--- src/hdl/pip_pkg.sv ---
// package: shared constants, payload types and edge test interface types for the polygon test
`default_nettype none
package pip_pkg;

  // polygon capacity and coordinate width
  localparam int MAX_VERTICES = 64;
  localparam int COORD_BITS   = 24;
  localparam int MIN_VERTICES = 3;

  // fixed field widths
  localparam int VIDX_BITS = 6;
  localparam int CNT_BITS  = 7;

  // derived widths
  localparam int ADDR_BITS = $clog2(MAX_VERTICES);
  localparam int NUM_BITS  = $clog2(MAX_VERTICES + 1);
  localparam int DIFF_BITS = COORD_BITS + 1;
  localparam int PROD_BITS = 2 * DIFF_BITS;
  localparam int VERT_BITS = 2 * COORD_BITS;

  // operation codes
  localparam logic OP_WRITE = 1'b0;
  localparam logic OP_QUERY = 1'b1;

  // input word
  typedef struct packed {
    logic                          operation;
    logic [VIDX_BITS-1:0]          vertex_index;
    logic signed [COORD_BITS-1:0]  coord_x;
    logic signed [COORD_BITS-1:0]  coord_y;
  } pip_in_t;

  // result word
  typedef struct packed {
    logic inside_res;
    logic too_few_vertices;
  } pip_out_t;

  // one edge to test against the query point
  typedef struct packed {
    logic                          valid;
    logic signed [COORD_BITS-1:0]  px;
    logic signed [COORD_BITS-1:0]  py;
    logic signed [COORD_BITS-1:0]  x1;
    logic signed [COORD_BITS-1:0]  y1;
    logic signed [COORD_BITS-1:0]  x2;
    logic signed [COORD_BITS-1:0]  y2;
  } edge_req_t;

  // edge test status back to the sequencer
  typedef struct packed {
    logic busy;
    logic valid;
    logic flip;
  } edge_res_t;

endpackage
`default_nettype wire

--- src/hdl/pip_edge_unit.sv ---
// pipelined crossing test of one polygon edge per cycle
`default_nettype none
module pip_edge_unit
  import pip_pkg::*;
(
  input  wire logic      clk,
  input  wire logic      rst_n,
  input  wire edge_req_t req,
  output edge_res_t      res
);

  logic signed [COORD_BITS-1:0] px, py, x1, y1, x2, y2;
  logic signed [DIFF_BITS-1:0]  px_e, py_e, x1_e, y1_e, x2_e, y2_e;
  logic signed [COORD_BITS-1:0] ymin, ymax, xmax;
  logic                         gate, vert, dy_pos;

  // stage 1 registers
  logic                         s1_v_r, s1_gate_r, s1_vert_r;
  logic signed [DIFF_BITS-1:0]  s1_dist_r, s1_d_r, s1_t_r, s1_run_r;
  // stage 2 registers
  logic                         s2_v_r, s2_gate_r, s2_vert_r;
  logic signed [PROD_BITS-1:0]  s2_lhs_r, s2_rhs_r;

  assign px = req.px;
  assign py = req.py;
  assign x1 = req.x1;
  assign y1 = req.y1;
  assign x2 = req.x2;
  assign y2 = req.y2;

  assign px_e = DIFF_BITS'(px);
  assign py_e = DIFF_BITS'(py);
  assign x1_e = DIFF_BITS'(x1);
  assign y1_e = DIFF_BITS'(y1);
  assign x2_e = DIFF_BITS'(x2);
  assign y2_e = DIFF_BITS'(y2);

  // edge extent and the half-open y window
  assign ymin   = (y1 < y2) ? y1 : y2;
  assign ymax   = (y1 < y2) ? y2 : y1;
  assign xmax   = (x1 < x2) ? x2 : x1;
  assign gate   = (py > ymin) && (py <= ymax) && (px <= xmax) && (y1 != y2);
  assign vert   = (x1 == x2);
  assign dy_pos = (y2 > y1);

  // stage 1: differences, with the y span made positive
  always_ff @(posedge clk) begin
    s1_gate_r <= gate;
    s1_vert_r <= vert;
    s1_dist_r <= px_e - x1_e;
    s1_run_r  <= x2_e - x1_e;
    s1_d_r    <= dy_pos ? (y2_e - y1_e) : (y1_e - y2_e);
    s1_t_r    <= dy_pos ? (py_e - y1_e) : (y1_e - py_e);
  end

  // stage 2: the two cross products
  always_ff @(posedge clk) begin
    s2_gate_r <= s1_gate_r;
    s2_vert_r <= s1_vert_r;
    s2_lhs_r  <= s1_dist_r * s1_d_r;
    s2_rhs_r  <= s1_t_r * s1_run_r;
  end

  // pipeline valid bits
  always_ff @(posedge clk) begin
    if (!rst_n) begin
      s1_v_r <= 1'b0;
      s2_v_r <= 1'b0;
    end else begin
      s1_v_r <= req.valid;
      s2_v_r <= s1_v_r;
    end
  end

  // final compare: point at or left of the crossing
  assign res.valid = s2_v_r;
  assign res.busy  = s1_v_r | s2_v_r;
  assign res.flip  = s2_gate_r && (s2_vert_r || (s2_lhs_r <= s2_rhs_r));

endmodule
`default_nettype wire

--- config.mk ---
export PLATFORM = sky130hd
export DESIGN_NAME = pip_edge_unit
export DESIGN_NICKNAME = d
export VERILOG_FILES = /design/src/hdl/pip_pkg.sv /design/src/hdl/pip_edge_unit.sv
export SDC_FILE = /design/constraint.sdc
export NUM_CORES = 2
export LEC_CHECK = 0
export ABC_AREA = 1
export BUFFER_PORTS_ARGS = -buffer_cell sky130_fd_sc_hd__buf_4
export CELL_PAD_IN_SITES_DETAIL_PLACEMENT = 1
export CELL_PAD_IN_SITES_GLOBAL_PLACEMENT = 2
export CORE_ASPECT_RATIO = 0.8
export CORE_UTILIZATION = 35
export CTS_CLUSTER_SIZE = 25
export DETAILED_ROUTE_END_ITERATION = 8
export GPL_TIMING_DRIVEN = 1
export PLACE_DENSITY = 0.83
export REMOVE_ABC_BUFFERS = 1
export SYNTH_ARGS = -nofsm -noshare
export SYNTH_HDL_FRONTEND = slang
export SYNTH_SLANG_ARGS = --single-unit
--- constraint.sdc ---
create_clock -name clk -period 14.57 [get_ports clk]
set_input_delay 0.7285 -clock clk [delete_from_list [all_inputs] [get_ports clk]]
set_output_delay 0.7285 -clock clk [all_outputs]
set_load 0.005 [all_outputs]
==> metrics.csv <==
metric;value;unit
die_h;392;um
ys_types;55;
drv_cap;0;
path_cells;nand2_1 -> inv_1 -> fa_1 -> fa_1 -> inv_1 -> fa_1 -> inv_1 -> fa_1 -> fa_1 -> fa_1 -> fa_1 -> ha_1 -> nand2_1 -> nor2_1 -> inv_1 -> nor2_1 -> nand2_1 -> o21bai_1 -> nand4_1 -> nand2_1;
critPathSlowestCell;dfxtp_1;
rsz0062_at_grt;false;
core;188000;um2
top_usage_layer;met2;
grt_util_met2;0.415;
grt_use_met3;0.0350;
finalInstanceArea;70900;um2
worst-setup-path-type;register to register;
ys_top_cells_by_area;fa_1 40%, inv_1 13%, nand2_1 12%;
mostFrequentLayoutCells;2369 x inv_1, 2177 x nand2_1, 1322 x fa_1;
nFillCells;23430;
clock_sinks;206;
syn_area_per_cell;7.58;um2
synthCells;8776;
cts_buffer_depth;3;
drc_errors;0;
h-tree-depth;1;
antenna_found_initial;25;
routedWlPerCell;21.3;um
fmax;132;MHz
synth_top_area_frac;0.398;
io_pins;150;
async_flop_share;0;
cts_hold_buffers;0;
use_met1;0.351;
yosysSeqAreaShare;0.0620;
clock_latency;640;ps
setup_tns;0;ps
syn-cell-area;66500;um2
design.die.area;192000;um2
vias_per_cell;4.90;
initial_core_util;0.354;
endpoint_kind;register;
grt_start_max_net_pins;53;
synth_top_cell_by_area;fa_1;
rows;142;
timing.final.crit_share;0.520;
synth_edf_count;0;
hold_ws;282;ps
cp.required;15110;ps
grt_pass1_wl;368;mm
grt_pass1_vias;61132;
slew_headroom;0.229;
max_slew.worst_pin.slew;1160;ps
dp_hpwl;207;mm
layout_commonest_cell;inv_1;
tritoncts;done;
hold_class;input pin to register;
routabilityCongestion;0.954;
firstDrtPassIters;5;
cp-start-kind;register;
outcome;finished clean;
gr-usage-all-layers;0.253;
placed_area;69800;um2
ys_ff_latch;206;
grt_overflow;0;
wl;239;mm
root_buffer;clkbuf_16;
cpPeakStageDelay;1010;ps
num_vias;55011;
fin_nets;10699;
drv_slew;0;
cts_setup_buffers;0;
ys.warnings.count;0;
setup_viol;0;
cts_resized;0;
timing.final.crit_period;7580;ps
port-buffer-count;149;
final_layout_size_suffix_gt1_frac;0.0589;
drt_iter0_drc;3308;
clkTransAtPathRegs;70;ps
crit_top_cell;fa_1;
final-hold-violation-count;0;
critPathArrivalTime;8110;ps
synthFlopType;dfxtp_1;
die_w;489;um
area_growth;6.70;%
cp_max_fo;25;
numCtsBuffers;31;
skew;17.9;ps
drtAntennaViolNets;0;
-- per-layer routing --
| metal | wire length, um | up-vias |
|---|---|---|
| met1 | 109000 | 28145 |
| met2 | 110000 | 1396 |
| li1 | - | 25211 |
| met3 | 14400 | 239 |
| met4 | 5710 | 20 |
| met5 | 122 | - |
-- through the flow --
step	utilization	setup slack, ps	std cells
after floorplan	-	8230	8404
after CTS	0.377	6960	11225
after detailed placement	0.371	6970	11168
final	0.377	6990	11237
after global placement	0.371	7120	11168
after global routing	0.377	6530	11234
-- kinds of logic (layout without fill, tap and decap cells) --
logic type	after synthesis	in the layout	synth area share
and+or+nand+nor	3057	3057	0.190
adders and majority gates	1871	1871	0.501
buffers and inverters	2749	2678	0.160
xor gates and xnor gates	204	204	0.0269
DFF	206	206	0.0620
AOI/OAI and AO/OA	689	689	0.0601
other	0	12	0
-- flip-flops by register name, indices dropped and copies added (netlist names) --
| name | flops |
|---|---|
| s2_lhs_r | 50 |
| s2_rhs_r | 50 |
| s1_d_r | 25 |
| s1_dist_r | 25 |
| s1_run_r | 25 |
| s1_t_r | 25 |
| s1_gate_r | 1 |
| s1_v_r | 1 |
| s1_vert_r | 1 |
| s2_gate_r | 1 |
| s2_v_r | 1 |
| s2_vert_r | 1 |
-- layout make-up --
class / instances / area, um2 / area share
Inverter: 2377 / 8920 / 0.126
Timing Repair Buffer: 244 / 1830 / 0.0258
Multi-Input combinational cell: 5821 / 51700 / 0.729
Clock inverter: 21 / 302 / 0.00425
Clock buffer: 36 / 825 / 0.0116
Antenna cell: 12 / 30.0 / 0.000423
Tap cell: 2520 / 3150 / 0.0444
Sequential cell: 206 / 4130 / 0.0583
-- Yosys cell counts, types with 3 or more instances --
cell and count:
nand3b_1 24, nand4_1 53, nor4_1 13, a21oi_2 9
o21ai_2 49, fa_1 1322, buf_12 6, a21oi_1 323
clkbuf_2 8, inv_2 8, nor3_1 43, xor2_1 136
o21bai_1 41, nand2_4 4, nand2_1 2178, buf_6 10
nand3_2 33, o21ai_1 20, a211oi_1 3, a21o_1 34
xnor2_1 68, o211ai_1 12, nand2_2 65, o21a_1 16
dfxtp_1 206, nor2_1 403, a21boi_0 7, and3_1 6
a31oi_1 19, nor2_2 8, buf_4 18, ha_1 549
buf_2 18, clkbuf_1 308, or2_2 18, nor2_4 4
inv_1 2369, nand3_1 195, o31ai_1 3, buf_8 3
o21ai_0 148
-- critical path: cells and delay by family (launching register included) --
kind,cells,cell delay (ps)
fa+ha+maj,8,4260
simple gates,7,1060
flops,1,1010
buf+inv,4,930
compound gates,1,180
-- path summary, 6_finish.rpt --
| kind | cells after the start | start | slack [ps] | to |
|---|---|---|---|---|
| max reg2reg | 20 | s1_d_r[1]$_DFF_P_ | 6990 | s2_lhs_r[44]$_DFF_P_ |
| max | 20 | s1_d_r[1]$_DFF_P_ | 6990 | s2_lhs_r[44]$_DFF_P_ |
| min reg2reg | 0 | s1_vert_r$_DFF_P_ | 340 | s2_vert_r$_DFF_P_ |
| min | 3 | req[144] | 280 | s1_v_r$_SDFF_PN0_ |
Power is left out: the tool's default activity adds up to more than one toggle a clock period on the data nets, which glitch-free logic cannot reach.
