## config.mk

```make
export PLATFORM = sky130hd
export DESIGN_NAME = pip_ram
export DESIGN_NICKNAME = d
export VERILOG_FILES = /design/src/hdl/pip_ram.sv
export SDC_FILE = /design/constraint.sdc
export NUM_CORES = 1
export LEC_CHECK = 0
export BUFFER_PORTS_ARGS = -buffer_cell sky130_fd_sc_hd__clkbuf_2
export CELL_PAD_IN_SITES_DETAIL_PLACEMENT = 0
export CELL_PAD_IN_SITES_GLOBAL_PLACEMENT = 1
export CORE_MARGIN = 2
export CORE_UTILIZATION = 40
export CTS_CLUSTER_SIZE = 28
export DETAILED_ROUTE_END_ITERATION = 16
export MAX_ROUTING_LAYER = met4
export PLACE_DENSITY = 0.7
export SLEW_MARGIN = 15
export SYNTH_ARGS = -nofsm -noshare
export SYNTH_HDL_FRONTEND = slang
export SYNTH_SLANG_ARGS = --single-unit
```

## constraint.sdc

```tcl
create_clock -name clk -period 3.5 [get_ports clk]
set_clock_uncertainty 0.15 [all_clocks]
set_input_delay 0.175 -clock clk [delete_from_list [all_inputs] [get_ports clk]]
set_output_delay 0.175 -clock clk [all_outputs]
set_load 0.02 [all_outputs]
```

## src/hdl/pip_ram.sv

```systemverilog
// generic single write port ram with registered read
`default_nettype none
module pip_ram #(
  parameter int WIDTH = 8,
  parameter int DEPTH = 16
) (
  input  wire logic                     clk,
  input  wire logic                     we,
  input  wire logic [$clog2(DEPTH)-1:0] waddr,
  input  wire logic [WIDTH-1:0]         wdata,
  input  wire logic [$clog2(DEPTH)-1:0] raddr,
  output logic      [WIDTH-1:0]         rdata
);

  logic [WIDTH-1:0] mem [DEPTH];

  // write port and registered read port
  always_ff @(posedge clk) begin
    if (we) begin
      mem[waddr] <= wdata;
    end
    rdata <= mem[raddr];
  end

endmodule
`default_nettype wire

```

==> results.ini, run 1 <==
[outcome]
status = completed

[run]
max_cap_violations = 0

[final_layout]
diodes = 0
area_delta_synth_final_pct = 16.4
fin_area_um2 = 5990
mostFrequentLayoutCells = edfxtp_1, clkbuf_2, mux4_2, clkbuf_16, a22oi_1
final_layout_size_suffix_gt1_frac = 0.270
final_util = 0.477
fin_nets = 287
final_common_cell = edfxtp_1

[routing]
num_vias = 2324
first_iter_violations = 195
wirelength_um = 8810
drtPass1Iterations = 4
ant_nets = 0
drc = 0
via_per_inst = 5.12
detail_route.wl_per_cell_um = 19.4

[floorplan]
fp-row-count = 41
core_area_um2 = 12600
num_io_pins = 26
die_w_um = 117
die_area_um2 = 13800
die_h_um = 117
start_util = 0.410

[pwr]
p_leak_nw = 2.00
cellPowerDensity_nw_per_um2 = 606
ir_worst_vdd_uv = 318

[timing]
worst_slew_pin_slew_ns = 0.895
timing.final.crit_period_ns = 1.61
max_freq_mhz = 620
fin_setup_tns_ns = 0
hold_viol_final = 0
slew_headroom = 0.401
fin_ws_ns = 1.89
fin_crit_sh = 0.461
finalSetupViolCount = 0
final_max_slew_viol_count = 0
rsz0062_at_grt = false

[yosys]
ys_seq_elements = 136
synthSimpleGateAreaFrac = 0.0318
synth_top_family_by_area = multiplexers
yosysTopAreaCell = edfxtp_1
synth_cell_types = 19
netlist_instances = 229
synth_compound_area_frac = 0.0233
synth.area.mux_share = 0.150
synth.top_cell.area_share = 0.747
yosys.area_share.xor_xnor = 0
syn_nets = 247
syn_area_um2 = 5150
synthTopCellsByArea = edfxtp_1, mux4_2, mux4_1
syn_avg_cell_area_um2 = 22.5
synth_fa_ha_area_frac = 0
seq_area_frac_synth = 0.778
yosysWarningCount = 0

[global_route]
antenna_found_initial = 0
grt_remaining_overflow = 0
first_global_vias = 2456
grt_util_all_layers = 0.142
grt_max_degree = 33
grt_pass1_wl_um = 13900

[clock_network]
root_buffer = clkbuf_16
clk_pin_slew_ns = 0.05
post_cts_resized = 0
cts_setup_buffers = 0
h-tree-depth = 4
hold_buffers = 0
cts_sinks = 136
cts_tree = built
cts_buffers = 17
clock_latency_ns = 0.41
cts_max_path_buffers = 2

[place]
dpl.hpwl_um = 5810
dpl_cell_area_um2 = 5450
numPortBuffers = 25
place_worst_setup_slack_ns = 1.41
place.gp.congestion = 0.731

[critical_path]
critPathTopFamily = buffers and inverters
crit_type = in2reg
path_buf_inv = 2
end_kind = flop
start_kind = input pin
cp_data_arrival_time_ns = 1.76
cp_data_required_time_ns = 3.64
cp_slowest_stage_delay_ns = 0.58
worstPathCellList = clkbuf_2 > buf_4 > mux4_1 > a22oi_1 > nand2_1
crit_path_max_fanout = 13
crit_slowest_cell = mux4_1

[min_path]
hp-class = in2reg

## worst paths after layout
kind,slack [ns],end,start,cells past startpoint
worst max-delay path,1.89,rdata[5],raddr[0],5
worst min-delay path,0.03,mem[14][5],wdata[5],1
worst max register to register,2.06,rdata[3],mem[9][3],3
worst min register to register,0.52,rdata[5],mem[15][5],3
## cells by family after synthesis
kind of cell / count (synthesis)
flip-flops: 136
AND/OR/NAND/NOR: 35
multiplexers: 32
AO/OA/AOI/OAI: 16
buffers and inverters: 10
## state kept, by name, summed over array words and instances (netlist names)
name and flops:
mem 128, rdata 8
## routing by layer
| layer | track usage | routed length, um |
|---|---|---|
| met1 | 0.181 | 3760 |
| met4 | 0.0610 | 122 |
| met2 | 0.216 | 4460 |
| met5 | - | 0 |
| met3 | 0.0370 | 472 |
## synth_stat cells
cell               n
nand3_1            1
nor3_1             4
nor2b_1            1
nand3b_1           2
buf_2              3
buf_4              1
a22oi_1           16
dfxtp_1            8
buf_6              3
edfxtp_1         128
and2_1             1
or3b_2             1
mux4_1            14
mux4_2            18
nand2b_1           2
nand2_1            9
clkdlybuf4s25_2    3
and2b_1            1
nor2_1            13
## worst register-to-register path, delay by kind of cell (launching register included)
kind / cells / cell delay [ns]
AOI/OAI and AO/OA: 1 / 0.23
DFF: 1 / 0.36
muxes: 1 / 0.51
and+or+nand+nor: 1 / 0.07
## area by class of cell
type | instances | area (um2)
flip-flops and latches | 136 | 4000
fillers | 1023 | 6580
multi-input cells | 83 | 1060
clock buffers | 20 | 437
well taps | 172 | 215
repair buffers | 31 | 170
clock inverters | 12 | 109
## report_power, final
group | total [W] | leakage (nW) | switching [W] | internal [W]
Sequential | 0.00183 | 1.22 | 0.0000102 | 0.00182
Combinational | 0.000165 | 0.505 | 0.0000978 | 0.0000668
Clock | 0.00163 | 0.270 | 0.000601 | 0.00103
Total | 0.00363 | 2.00 | 0.000709 | 0.00292
## per-stage QoR
step	total power [W]	hold slack, ns	cells
4_1_cts	0.00366	0.0329	454
2_1_floorplan	0.00197	0.124	229
6_report	0.00363	0.0278	454
5_1_grt	0.00375	0.0519	454
3_5_place_dp	0.00204	0.439	422
3_3_place_gp	0.00203	0.436	422
Note: power is estimated with default switching activity, not from simulation.
==> run 2: changes to the inputs <==
PLACE_DENSITY = 0.72   (was 0.7)
clock period = 1.4 ns   (was 3.5 ns; I/O delays follow)
==> run 2 against run 1 <==
The run now ends with setup timing left. Power grew to 2.8 times the previous value. Register-to-register slack worse by 2.1 ns. Count of clock-buffer cells in the layout is 1 lower. Final area is 7.7% higher. Flip-flop and latch count stayed put. Highest routed layer unchanged.
==> results.ini, run 2 (synthesis gave the netlist of run 1 again) <==
[outcome]
status = finished, violations left
violations = setup timing

[global_route]
grt_max_degree = 17
first_global_vias = 2700
grt_util_all_layers = 0.169
antenna_found_initial = 0
grt_remaining_overflow = 0
grt_pass1_wl_um = 16200

[critical_path]
start_kind = flop
cp_data_required_time_ns = 1.55
crit_type = reg2reg
crit_path_max_fanout = 1
cp_data_arrival_time_ns = 1.60
end_kind = flop
r2r_cells = 3

[final_layout]
largest_reg_flops = 128
mostFrequentLayoutCells = edfxtp_1, mux4_2, clkbuf_2, buf_4, clkbuf_16
fin_nets = 318
fin_area_um2 = 6450
top_regs = mem (128), rdata (8)
final_common_cell = edfxtp_1
final_layout_size_suffix_gt1_frac = 0.390
largest_register = mem
diodes = 0
area_delta_synth_final_pct = 25.4

[clock_network]
clk_pin_slew_ns = 0.06
clock_latency_ns = 0.41
root_buffer = clkbuf_16
cts_max_path_buffers = 2
cts_sinks = 136
h-tree-depth = 4
cts_setup_buffers = 0
cts_buffers = 17
cts_tree = built

[min_path]
holdPathStages = 3
hp-class = in2reg

[routing]
ant_nets = 0
detail_route.wl_per_cell_um = 22.0
first_iter_violations = 224
wirelength_um = 10700
drtPass1Iterations = 4
num_vias = 2569
via_per_inst = 5.30
drc = 0

[timing]
fin_crit_sh = 1.04
fin_setup_tns_ns = -0.182
worst_slew_pin_slew_ns = 0.912
fin_ws_ns = -0.0501
slew_headroom = 0.390
max_freq_mhz = 690
timing.final.crit_period_ns = 1.45
rsz0062_at_grt = true
hold_viol_final = 0
finalSetupViolCount = 5
final_max_slew_viol_count = 0

[floorplan]
start_util = 0.410
die_area_um2 = 13800
die_h_um = 117
die_w_um = 117
core_area_um2 = 12600
fp-row-count = 41
num_io_pins = 26

[place]
dpl.hpwl_um = 6570
place_worst_setup_slack_ns = -0.375
numPortBuffers = 25
place.gp.congestion = 0.709
dpl_cell_area_um2 = 5680

[pwr]
p_leak_nw = 2.20
ir_worst_vdd_uv = 735
cellPowerDensity_nw_per_um2 = 1590

[run]
max_cap_violations = 0

-- run 2: cell types whose count changed in the layout (fill, tap and decap cells not counted), moves of 2 or more --
| cell | previous run | this run |
|---|---|---|
| mux4_2 | 18 | 27 |
| bufinv_16 | 2 | 7 |
| clkinv_1 | 3 | 0 |
| a22oi_1 | 16 | 10 |
| dlygate4sd3_1 | 0 | 8 |
| buf_4 | 6 | 25 |
| a22oi_2 | 0 | 6 |
| clkinv_2 | 6 | 3 |
| nor3_2 | 0 | 3 |
| clkbuf_1 | 3 | 1 |
| nor3_1 | 4 | 1 |
| mux4_1 | 14 | 5 |
| buf_12 | 0 | 4 |
-- run 2: per-stage QoR --
step / util / hold slack [ns] / power [W] / cells
after floorplan: - / 0.0189 / 0.00492 / 229
after global placement: 0.452 / 0.322 / 0.00513 / 445
after detailed placement: 0.452 / 0.338 / 0.00515 / 445
after CTS: 0.514 / 0.0868 / 0.0103 / 485
after global routing: 0.513 / 0.113 / 0.0106 / 485
final: 0.513 / 0.0949 / 0.0103 / 485
-- run 2: final cells by class --
cell class / count / area [um2]
Fill cell: 974 / 6120
Tap cell: 172 / 215
Multi-Input combinational cell: 83 / 1070
Clock inverter: 13 / 249
Clock buffer: 19 / 443
Sequential cell: 136 / 4000
Timing Repair Buffer: 62 / 473
-- run 2: layer usage --
metal | vias up | part of all wire | GRT usage
met1 | 1362 | 0.41 | 0.212
met5 | - | 0 | -
met2 | 84 | 0.51 | 0.265
li1 | 1108 | - | -
met3 | 15 | 0.060 | 0.0447
met4 | 0 | 0.018 | 0.0655
-- run 2: timing repair --
action | in CTS | in global routing
hold buffers | 8 | 0
gates resized for setup | 12 | 3
pin swaps | 5 | 3
hold endpoints to repair | 128 | 0
setup endpoints to repair | 8 | 8
-- run 2: worst paths after layout --
path | to | startpoint | slack [ns]
max | rdata[5] | mem[9][5] | -0.05
max reg2reg | rdata[5] | mem[9][5] | -0.05
min reg2reg | rdata[4] | mem[14][4] | 0.53
min | mem[8][0] | waddr[0] | 0.09
-- run 2: worst max-delay path, stage by stage, from the launching register on --
cell and delay (ns):
edfxtp_1 0.37, mux4_1 0.52, a22oi_1 0.21, nand2_1 0.08
-- run 2: power by group --
group          switching [W]  internal, W  total, W
sequential         0.0000267      0.00455   0.00458
clock                0.00161      0.00356   0.00517
combinational       0.000287     0.000229  0.000516
total                0.00193      0.00834    0.0103
